[config.mk]
export PLATFORM = sky130hd
export DESIGN_NAME = ultrasonic_echo_ranger
export DESIGN_NICKNAME = d
export VERILOG_FILES = /design/src/hdl/uer_pkg.sv /design/src/hdl/ultrasonic_echo_ranger.sv
export VERILOG_INCLUDE_DIRS = /design/src /design/src/hdl
export SDC_FILE = /design/constraint.sdc
export NUM_CORES = 1
export LEC_CHECK = 0
export BUFFER_PORTS_ARGS = -buffer_cell sky130_fd_sc_hd__buf_2
export CAP_MARGIN = 25
export CELL_PAD_IN_SITES_DETAIL_PLACEMENT = 1
export CELL_PAD_IN_SITES_GLOBAL_PLACEMENT = 1
export CORE_UTILIZATION = 44
export DETAILED_ROUTE_END_ITERATION = 6
export PLACE_DENSITY = 0.89
export SLEW_MARGIN = 20
export SYNTH_ARGS = -nofsm -noshare
export SYNTH_HDL_FRONTEND = slang
export SYNTH_SLANG_ARGS = --single-unit
[constraint.sdc]
create_clock -name clk -period 8.4 [get_ports clk]
set_input_delay 0.42 -clock clk [delete_from_list [all_inputs] [get_ports clk]]
set_output_delay 0.42 -clock clk [all_outputs]
set_load 0.01 [all_outputs]
[src/hdl/ultrasonic_echo_ranger_assert.svh]
// ----------------------------------------------------------------------------
// Ultrasonic echo ranger assertion macros
// Shorthand for the clocked, reset-qualified checks used in the ranger RTL.
// ----------------------------------------------------------------------------
`ifndef ULTRASONIC_ECHO_RANGER_ASSERT_SVH
`define ULTRASONIC_ECHO_RANGER_ASSERT_SVH

// The consequent must hold in the same cycle as the antecedent.
`define UER_ASSERT_SAME(label, ante, cons, msg) \
  label: assert property (@(posedge clk) disable iff (rst) (ante) |-> (cons)) \
    else $error(msg);

// The consequent must hold in the cycle after the antecedent.
`define UER_ASSERT_NEXT(label, ante, cons, msg) \
  label: assert property (@(posedge clk) disable iff (rst) (ante) |=> (cons)) \
    else $error(msg);

`endif

[src/hdl/uer_pkg.sv]
// ----------------------------------------------------------------------------
// Ultrasonic echo ranger package
// Phase and request codes, register indexes, reset values and distance scaling.
// ----------------------------------------------------------------------------
package uer_pkg;

  // Default width of the echo counter.
  localparam int COUNT_WIDTH_DEF = 16;

  // Field widths.
  localparam int KIND_W     = 2;
  localparam int BURST_W    = 12;
  localparam int BLIND_W    = 12;
  localparam int PERIOD_W   = 16;
  localparam int STALE_W    = 16;
  localparam int PCOUNT_W   = 12;
  localparam int ETIME_W    = 16;
  localparam int DIST_W     = 15;
  localparam int FLIGHT_W   = 17;
  localparam int CFG_IDX_W  = 2;
  localparam int CFG_DATA_W = 16;
  localparam int IN_DATA_W  = 8;
  localparam int OUT_DATA_W = 40;

  // Request kinds.
  localparam logic [KIND_W-1:0] KIND_TICK  = 2'd0;
  localparam logic [KIND_W-1:0] KIND_START = 2'd1;
  localparam logic [KIND_W-1:0] KIND_POLL  = 2'd2;

  // Measurement phases.
  localparam logic [1:0] PH_IDLE   = 2'd0;
  localparam logic [1:0] PH_TX     = 2'd1;
  localparam logic [1:0] PH_BLIND  = 2'd2;
  localparam logic [1:0] PH_LISTEN = 2'd3;

  // Configuration register indexes.
  localparam logic [CFG_IDX_W-1:0] REG_BURST  = 2'd0;
  localparam logic [CFG_IDX_W-1:0] REG_BLIND  = 2'd1;
  localparam logic [CFG_IDX_W-1:0] REG_PERIOD = 2'd2;
  localparam logic [CFG_IDX_W-1:0] REG_STALE  = 2'd3;

  // Register reset values.
  localparam logic [BURST_W-1:0]  BURST_RST  = 12'd500;
  localparam logic [BLIND_W-1:0]  BLIND_RST  = 12'd250;
  localparam logic [PERIOD_W-1:0] PERIOD_RST = 16'd5000;
  localparam logic [STALE_W-1:0]  STALE_RST  = 16'd300;

  localparam logic [STALE_W-1:0] STALE_MAX = '1;

  // Distance in 1/16 cm is floor(flight * 16 / 58) = floor(flight * 8 / 29).
  // With a 21-bit reciprocal of 29 scaled by 2^25 the product is exact for
  // every 17-bit flight time; the factor 8 folds into the shift: 25 - 3 = 22.
  localparam int DIST_RECIP_W = 21;
  localparam logic [DIST_RECIP_W-1:0] DIST_RECIP = 21'd1157050;
  localparam int DIST_SHIFT = 22;
  localparam int DIST_PROD_W = FLIGHT_W + DIST_RECIP_W;

endpackage

[src/hdl/ultrasonic_echo_ranger.sv]
// ----------------------------------------------------------------------------
// Ultrasonic echo ranger
// Time-of-flight ranging from microsecond ticks, start requests and polls.
// ----------------------------------------------------------------------------
//
//  Channel   Direction  Signals                         Contents
//  s_*       in         s_tvalid s_tready s_tdata s_tuser  one tick, start or poll
//  m_*       out        m_tvalid m_tready m_tdata          one status result
//  cfg_*     in         cfg_wr_en cfg_index cfg_data       register writes
//
// Every request yields exactly one result, and one request is taken per clock
// while m_tready is high. A request is held in the input register, and the
// phase logic, the echo counter and the distance multiplier turn it into the
// result register.
// Reset (rst, synchronous) loads the register defaults and leaves the ranger
// idle with no valid request or result.
// While m_tready is low the result holds; the input register takes one more
// request and then s_tready falls until the result moves on.
//
// Each measurement walks through the transmit gate, the blind time (skipped
// when blind_ticks is zero) and the listening window. While listening,
// every falling echo edge captures the wrapping echo counter and raises
// capture_ready. A poll that finds a capture converts blind time plus capture
// into a distance and restarts; a poll that finds none counts toward the stale
// limit, past which the distance is zeroed and the measurement restarts.
// ----------------------------------------------------------------------------
`include "ultrasonic_echo_ranger_assert.svh"

module ultrasonic_echo_ranger
  import uer_pkg::*;
#(
  parameter int COUNT_WIDTH = COUNT_WIDTH_DEF
) (
  input  logic                  clk,
  input  logic                  rst,
  // Request stream.
  input  logic                  s_tvalid,
  output logic                  s_tready,
  input  logic [IN_DATA_W-1:0]  s_tdata,   // [0] echo_level, [7:1] zero
  input  logic [KIND_W-1:0]     s_tuser,   // [1:0] kind
  // Result stream.
  output logic                  m_tvalid,
  input  logic                  m_tready,
  output logic [OUT_DATA_W-1:0] m_tdata,   // [0] tx_on, [1] listening,
                                           // [2] capture_ready, [18:3] echo_time,
                                           // [33:19] distance, [34] distance_fresh,
                                           // [39:35] zero
  // Configuration writes.
  input  logic                  cfg_wr_en,
  input  logic [CFG_IDX_W-1:0]  cfg_index,
  input  logic [CFG_DATA_W-1:0] cfg_data
);

  // Width used to compare the echo counter with the 16-bit period.
  localparam int CMP_W = (COUNT_WIDTH > PERIOD_W) ? COUNT_WIDTH : PERIOD_W;

  // Configuration registers.
  logic [BURST_W-1:0]  burst_ticks;
  logic [BLIND_W-1:0]  blind_ticks;
  logic [PERIOD_W-1:0] echo_period;
  logic [STALE_W-1:0]  stale_limit;

  // Input register.
  logic              in_valid;
  logic [KIND_W-1:0] in_kind;
  logic              in_level;

  // Measurement state.
  logic [1:0]             phase,         phase_next;
  logic [PCOUNT_W-1:0]    phase_count,   phase_count_next;
  logic [COUNT_WIDTH-1:0] echo_counter,  echo_counter_next;
  logic [ETIME_W-1:0]     captured_time, captured_time_next;
  logic                   ready_flag,    ready_flag_next;
  logic                   prev_echo,     prev_echo_next;
  logic [DIST_W-1:0]      last_distance, last_distance_next;
  logic [STALE_W-1:0]     stale_count,   stale_count_next;
  logic                   fresh_next;

  // Result register.
  logic                   out_valid;
  logic                   out_tx_on;
  logic                   out_listening;
  logic                   out_ready;
  logic [ETIME_W-1:0]     out_echo_time;
  logic [DIST_W-1:0]      out_distance;
  logic                   out_fresh;

  // Datapath terms.
  logic                   advance;
  logic [PCOUNT_W-1:0]    pc_inc;
  logic [COUNT_WIDTH-1:0] cnt_inc;
  logic                   cnt_wrap;
  logic [FLIGHT_W-1:0]    flight;
  logic [DIST_PROD_W-1:0] dist_prod;
  logic [DIST_W-1:0]      dist_calc;
  logic [STALE_W-1:0]     stale_inc;

  // The request in the input register moves to the result register whenever
  // the result register is empty or being emptied this cycle.
  assign advance  = in_valid && (!out_valid || m_tready);
  assign s_tready = !in_valid || advance;

  // Configuration writes land directly; the user must issue them only while idle, as the block does not enforce it.
  always_ff @(posedge clk) begin
    if (rst) begin
      burst_ticks <= BURST_RST;
      blind_ticks <= BLIND_RST;
      echo_period <= PERIOD_RST;
      stale_limit <= STALE_RST;
    end else if (cfg_wr_en) begin
      unique case (cfg_index)
        REG_BURST:  burst_ticks <= cfg_data[BURST_W-1:0];
        REG_BLIND:  blind_ticks <= cfg_data[BLIND_W-1:0];
        REG_PERIOD: echo_period <= cfg_data[PERIOD_W-1:0];
        REG_STALE:  stale_limit <= cfg_data[STALE_W-1:0];
        default: ;
      endcase
    end
  end

  always_ff @(posedge clk) begin
    if (rst) begin
      in_valid <= 1'b0;
    end else if (s_tready) begin
      in_valid <= s_tvalid;
    end
  end

  always_ff @(posedge clk) begin
    if (s_tready && s_tvalid) begin
      in_kind  <= s_tuser;
      in_level <= s_tdata[0];
    end
  end

  // Shared increments and the distance conversion.
  assign pc_inc   = phase_count + PCOUNT_W'(1);
  assign cnt_inc  = echo_counter + COUNT_WIDTH'(1);
  assign cnt_wrap = (echo_period != '0) && (CMP_W'(cnt_inc) >= CMP_W'(echo_period));
  assign flight   = FLIGHT_W'(blind_ticks) + FLIGHT_W'(captured_time);
  assign dist_prod = DIST_PROD_W'(flight) * DIST_PROD_W'(DIST_RECIP);
  assign dist_calc = dist_prod[DIST_SHIFT +: DIST_W];
  assign stale_inc = (stale_count == STALE_MAX) ? stale_count
                                                : stale_count + STALE_W'(1);

  always_comb begin
    phase_next         = phase;
    phase_count_next   = phase_count;
    echo_counter_next  = echo_counter;
    captured_time_next = captured_time;
    ready_flag_next    = ready_flag;
    prev_echo_next     = prev_echo;
    last_distance_next = last_distance;
    stale_count_next   = stale_count;
    fresh_next         = 1'b0;

    case (in_kind)
      KIND_TICK: begin
        prev_echo_next = in_level;
        case (phase)
          PH_TX: begin
            // A zero burst length behaves as one tick, as pc_inc >= burst_ticks always holds.
            if (pc_inc >= burst_ticks || pc_inc == '0) begin
              phase_count_next = '0;
              if (blind_ticks == '0) begin
                phase_next        = PH_LISTEN;
                echo_counter_next = '0;
              end else begin
                phase_next = PH_BLIND;
              end
            end else begin
              phase_count_next = pc_inc;
            end
          end
          PH_BLIND: begin
            if (pc_inc >= blind_ticks || pc_inc == '0) begin
              phase_next        = PH_LISTEN;
              phase_count_next  = '0;
              echo_counter_next = '0;
            end else begin
              phase_count_next = pc_inc;
            end
          end
          PH_LISTEN: begin
            if (prev_echo && !in_level) begin
              captured_time_next = ETIME_W'(echo_counter);
              ready_flag_next    = 1'b1;
            end
            echo_counter_next = cnt_wrap ? '0 : cnt_inc;
          end
          default: ;
        endcase
      end
      KIND_START: begin
        ready_flag_next    = 1'b0;
        captured_time_next = '0;
        phase_count_next   = '0;
        phase_next         = PH_TX;
      end
      KIND_POLL: begin
        if (ready_flag) begin
          last_distance_next = dist_calc;
          stale_count_next   = '0;
          fresh_next         = 1'b1;
          ready_flag_next    = 1'b0;
          captured_time_next = '0;
          phase_count_next   = '0;
          phase_next         = PH_TX;
        end else if (stale_inc > stale_limit) begin
          // Stale timeout: invalidate the distance and measure again.
          last_distance_next = '0;
          stale_count_next   = '0;
          ready_flag_next    = 1'b0;
          captured_time_next = '0;
          phase_count_next   = '0;
          phase_next         = PH_TX;
        end else begin
          stale_count_next = stale_inc;
        end
      end
      default: ;
    endcase
  end

  always_ff @(posedge clk) begin
    if (rst) begin
      phase         <= PH_IDLE;
      phase_count   <= '0;
      echo_counter  <= '0;
      captured_time <= '0;
      ready_flag    <= 1'b0;
      prev_echo     <= 1'b1;
      last_distance <= '0;
      stale_count   <= '0;
    end else if (advance) begin
      phase         <= phase_next;
      phase_count   <= phase_count_next;
      echo_counter  <= echo_counter_next;
      captured_time <= captured_time_next;
      ready_flag    <= ready_flag_next;
      prev_echo     <= prev_echo_next;
      last_distance <= last_distance_next;
      stale_count   <= stale_count_next;
    end
  end

  always_ff @(posedge clk) begin
    if (rst) begin
      out_valid <= 1'b0;
    end else if (advance) begin
      out_valid <= 1'b1;
    end else if (m_tready) begin
      out_valid <= 1'b0;
    end
  end

  always_ff @(posedge clk) begin
    if (advance) begin
      out_tx_on     <= (phase_next == PH_TX);
      out_listening <= (phase_next == PH_LISTEN);
      out_ready     <= ready_flag_next;
      out_echo_time <= captured_time_next;
      out_distance  <= last_distance_next;
      out_fresh     <= fresh_next;
    end
  end

  assign m_tvalid = out_valid;
  assign m_tdata  = {5'b0, out_fresh, out_distance, out_echo_time,
                     out_ready, out_listening, out_tx_on};

  // A capture can only be pending inside the listening window.
  `UER_ASSERT_SAME(a_ready_in_listen, ready_flag, phase == PH_LISTEN,
                   "capture pending outside listening phase")
  // The phase counter is unused and held at zero while listening.
  `UER_ASSERT_SAME(a_listen_count_zero, phase == PH_LISTEN, phase_count == '0,
                   "phase counter not zero while listening")
  // Once a measurement has started the ranger never goes back to idle.
  `UER_ASSERT_NEXT(a_no_return_idle, phase != PH_IDLE, phase != PH_IDLE,
                   "phase returned to idle")
  // A fresh distance always comes with a restarted measurement.
  `UER_ASSERT_SAME(a_fresh_restarts, m_tvalid && out_fresh, out_tx_on && !out_ready,
                   "fresh distance without restart")
  // A request waiting in the input register is never dropped.
  `UER_ASSERT_NEXT(a_input_held, in_valid && !advance, in_valid,
                   "pending request lost")

endmodule
==> impl_metrics.yaml <==
outcome:
  status: "finished clean"
timing:
  clock_skew_ns: 0.0112
  min_period_ns: 8.08
  rsz0062_at_grt: "no"
  setup_viol: 0
  clock.fmax_mhz: 124
  slew_viol_final: 0
  hold_viol_final: 0
  post-route-period-util_pct: 96.2
  worst_pin_slew_ns: 0.996
  setup_tns_ns: 0
  relSlewSlack_pct: 33.3
floorplan:
  die_y_microns: 191
  die_w_microns: 191
  die_area_sq_mm: 0.0364
  core_area_sq_mm: 0.0348
  std_cell_rows: 68
  initial_utilization_pct: 45.1
  io_pins: 75
detailed_routing:
  vias_per_cell: 5.68
  drc_errors: 0
  drt_first_pass_iters: 6
  detail_route.wl_per_cell_microns: 20.6
  dr_total_vias: 13022
  drt-initial-drc-count: 762
  ant_nets: 0
  drt-total-wl_microns: 47200
synth:
  synthArstFlopShare_pct: 0
  yosys_register_bits: 175
  avgSynthCellArea_sq_um: 8.85
  synth_cells: 1774
  seq_area_frac_synth_pct: 24.7
  synth_area_sq_mm: 0.0157
  yosysUniqueCellTypes: 80
  yosysWarnings: 0
  synth_edf_count: 38
  synthFlopType: "dfxtp_1"
cts:
  htree_levels: 4
  cts_tree: "yes"
  cts.path.max_buffers: 2
  ctsHoldBuffers: 0
  ctsRootBufferMaster: "clkbuf_16"
  clock_sinks: 175
  clkLatencyLatePin_ns: 0.45
  path_clk_slew_ns: 0.07
  numCtsBuffers: 17
critical_path:
  crit_buf_inv: 5
  crit_top_cell: "fa_1"
  end_kind: "flop"
  slowest_stage: "fa_1"
  worstSetupPathType: "flop to flop"
  worstPathArrival_ns: 8.27
  crit_required_ns: 8.59
  critical-path-top-delay-family: "adder cells"
  start_kind: "flop"
  max_stage_delay_ns: 0.57
  crit_fanout: 5
global_routing:
  grt_antenna_before_repair: 0
  met2_usage_pct: 48.7
  first_global_vias: 14112
  grt_use_met3_pct: 2.63
  grt_usage_pct: 26.4
  grt-ovfl-total: 0
  grt_use_met1_pct: 31.7
  grt_max_degree: 59
  top_usage_layer: "met2"
  grt_pass1_wl_microns: 74800
min_path:
  min_path_type: "input port to flop"
pwr:
  power_density_mw_per_mm2: 176
  p_leak_nw: 8.31
  p_switching_mw: 1.21
  power_frac_clock_pct: 26.3
  power.share.combinational_pct: 44.1
  intPower_mw: 1.83
  peakVddDrop_uv: 150
  p_sw_share_pct: 39.8
  p_seq_share_pct: 29.6
finish:
  areaGrowthSynthToFinish_pct: 9.78
  multi_input_area_sq_mm: 0.0105
  regArea_sq_mm: 0.00389
  final_util_pct: 49.5
  final_nets: 2202
  drive_gt1_share_pct: 9.59
  fillers: 4092
  diodes: 0
flow_run:
  cap_violations: 0
placed_design:
  dp_hpwl_microns: 37100
  gp_congestion: 0.921
  portBuffers: 62
[worst paths after layout]
path | from | endpoint | slack (ns) | cells past startpoint
worst max-delay path | blind_ticks[0]$_SDFFE_PP0P_ | out_distance[14]$_DFFE_PP_ | 0.32 | 29
worst min-delay path | s_tdata[0] | in_level$_DFFE_PP_ | 0.14 | 1
worst max register to register | blind_ticks[0]$_SDFFE_PP0P_ | out_distance[14]$_DFFE_PP_ | 0.32 | 29
worst min register to register | echo_period[6]$_SDFFE_PP0P_ | echo_period[6]$_SDFFE_PP0P_ | 0.46 | 2
[power groups by stage]
stage          Sequential (mW)  Clock, mW  Combinational, mW
6_report                 0.899      0.801               1.34
5_1_grt                  0.901      0.835               1.49
4_1_cts                  0.899      0.808               1.32
3_5_place_dp             0.917          0               1.30
3_3_place_gp             0.915          0               1.20
2_1_floorplan            0.915          0              0.852
[worst register-to-register path, delay by kind of cell, from the launching register on]
| family | cells | cell delay [ns] |
|---|---|---|
| fa+ha+maj | 9 | 4.16 |
| buf+inv | 5 | 0.50 |
| compound gates | 11 | 2.24 |
| simple gates | 2 | 0.17 |
| flops | 1 | 0.35 |
| xor+xnor | 2 | 0.42 |
[cell usage in the layout (no fill, tap or decap), types with 6 or more instances in the layout]
| master | instances |
|---|---|
| o21a_1 | 11 |
| a211oi_1 | 9 |
| nand3b_1 | 7 |
| nor3_1 | 9 |
| a31oi_1 | 6 |
| o21bai_1 | 8 |
| buf_4 | 32 |
| o21ai_0 | 44 |
| and2_1 | 7 |
| edfxtp_1 | 38 |
| buf_2 | 61 |
| nand2_1 | 168 |
| inv_1 | 308 |
| o211ai_1 | 25 |
| a22o_1 | 24 |
| dfxtp_1 | 134 |
| nand3_1 | 43 |
| clkbuf_16 | 17 |
| o21ai_1 | 8 |
| a21oi_1 | 118 |
| fa_1 | 119 |
| a22oi_1 | 18 |
| xor2_1 | 26 |
| and3_1 | 19 |
| or3_1 | 7 |
| nor2_1 | 99 |
| nand2b_1 | 15 |
| nor2b_1 | 10 |
| xnor2_1 | 41 |
| ha_1 | 224 |
| nand4_1 | 13 |
| a21o_1 | 23 |
| nor4_1 | 22 |
[timing repair]
item | 4_1_cts | 5_1_grt
resized for setup | 9 | 21
pin swaps | 0 | 5
setup buffers | 1 | 4
hold endpoints to repair | 0 | 0
setup endpoints to repair | 12 | 25
[layer usage]
metal,vias up,wire [microns]
li1,6024,-
met1,6568,19300
met2,339,24500
met3,91,1980
met4,0,1460
met5,-,0
[Yosys cell counts, drive strengths merged (24+ instances only)]
cell | count | area, sq um
nor2 | 102 | 393
fa | 121 | 2420
dfxtp | 137 | 2740
inv | 311 | 1170
xnor2 | 42 | 368
o21ai | 55 | 279
xor2 | 28 | 245
nand3 | 44 | 233
nand2 | 168 | 631
o211ai | 25 | 188
ha | 225 | 2820
a21oi | 122 | 611
clkbuf | 49 | 184
a22o | 24 | 210
edfxtp | 38 | 1140
[per-stage QoR]
step | worst slack (ns) | cells | hold slack, ns | area (sq um) | total power, mW
6_report | 0.317 | 2291 | 0.144 | 17200 | 3.04
4_1_cts | 0.0114 | 2286 | 0.133 | 17100 | 3.02
5_1_grt | 0.00229 | 2291 | 0.143 | 17200 | 3.22
3_5_place_dp | -0.147 | 2253 | 0.451 | 16500 | 2.22
3_3_place_gp | 0.0878 | 2253 | 0.441 | 16500 | 2.12
2_1_floorplan | 0.530 | 1778 | 0.432 | 15700 | 1.77
[cell families after synthesis]
kind of cell,Yosys count,synth area share [%]
AND/OR/NAND/NOR,452,13.8
other,1,0.0239
adder cells (fa/ha/maj),346,33.4
XOR/XNOR,70,3.90
buffers and inverters,380,9.45
AO/OA/AOI/OAI,347,14.5
flip-flops,175,24.7
multiplexers,3,0.199
[final cells by class]
| cell class | count | area share [%] |
|---|---|---|
| Multi-Input combinational cell | 1223 | 60.6 |
| Sequential cell | 175 | 22.6 |
| Inverter | 311 | 6.77 |
| Timing Repair Buffer | 95 | 3.32 |
| Tap cell | 455 | 3.30 |
| Clock buffer | 18 | 2.55 |
| Clock inverter | 14 | 0.871 |
[sequential cells by signal, indices dropped and copies added, names as in the netlist]
signal	flops
blind_ticks	12
burst_ticks	12
captured_time	16
echo_counter	16
echo_period	16
in_kind	2
in_level	1
in_valid	1
last_distance	15
m_tvalid	1
out_distance	15
out_echo_time	16
out_fresh	1
out_listening	1
out_ready	1
out_tx_on	1
phase	2
phase_count	12
prev_echo	1
ready_flag	1
stale_count	16
stale_limit	16
Power figures use the tool's default switching activity.
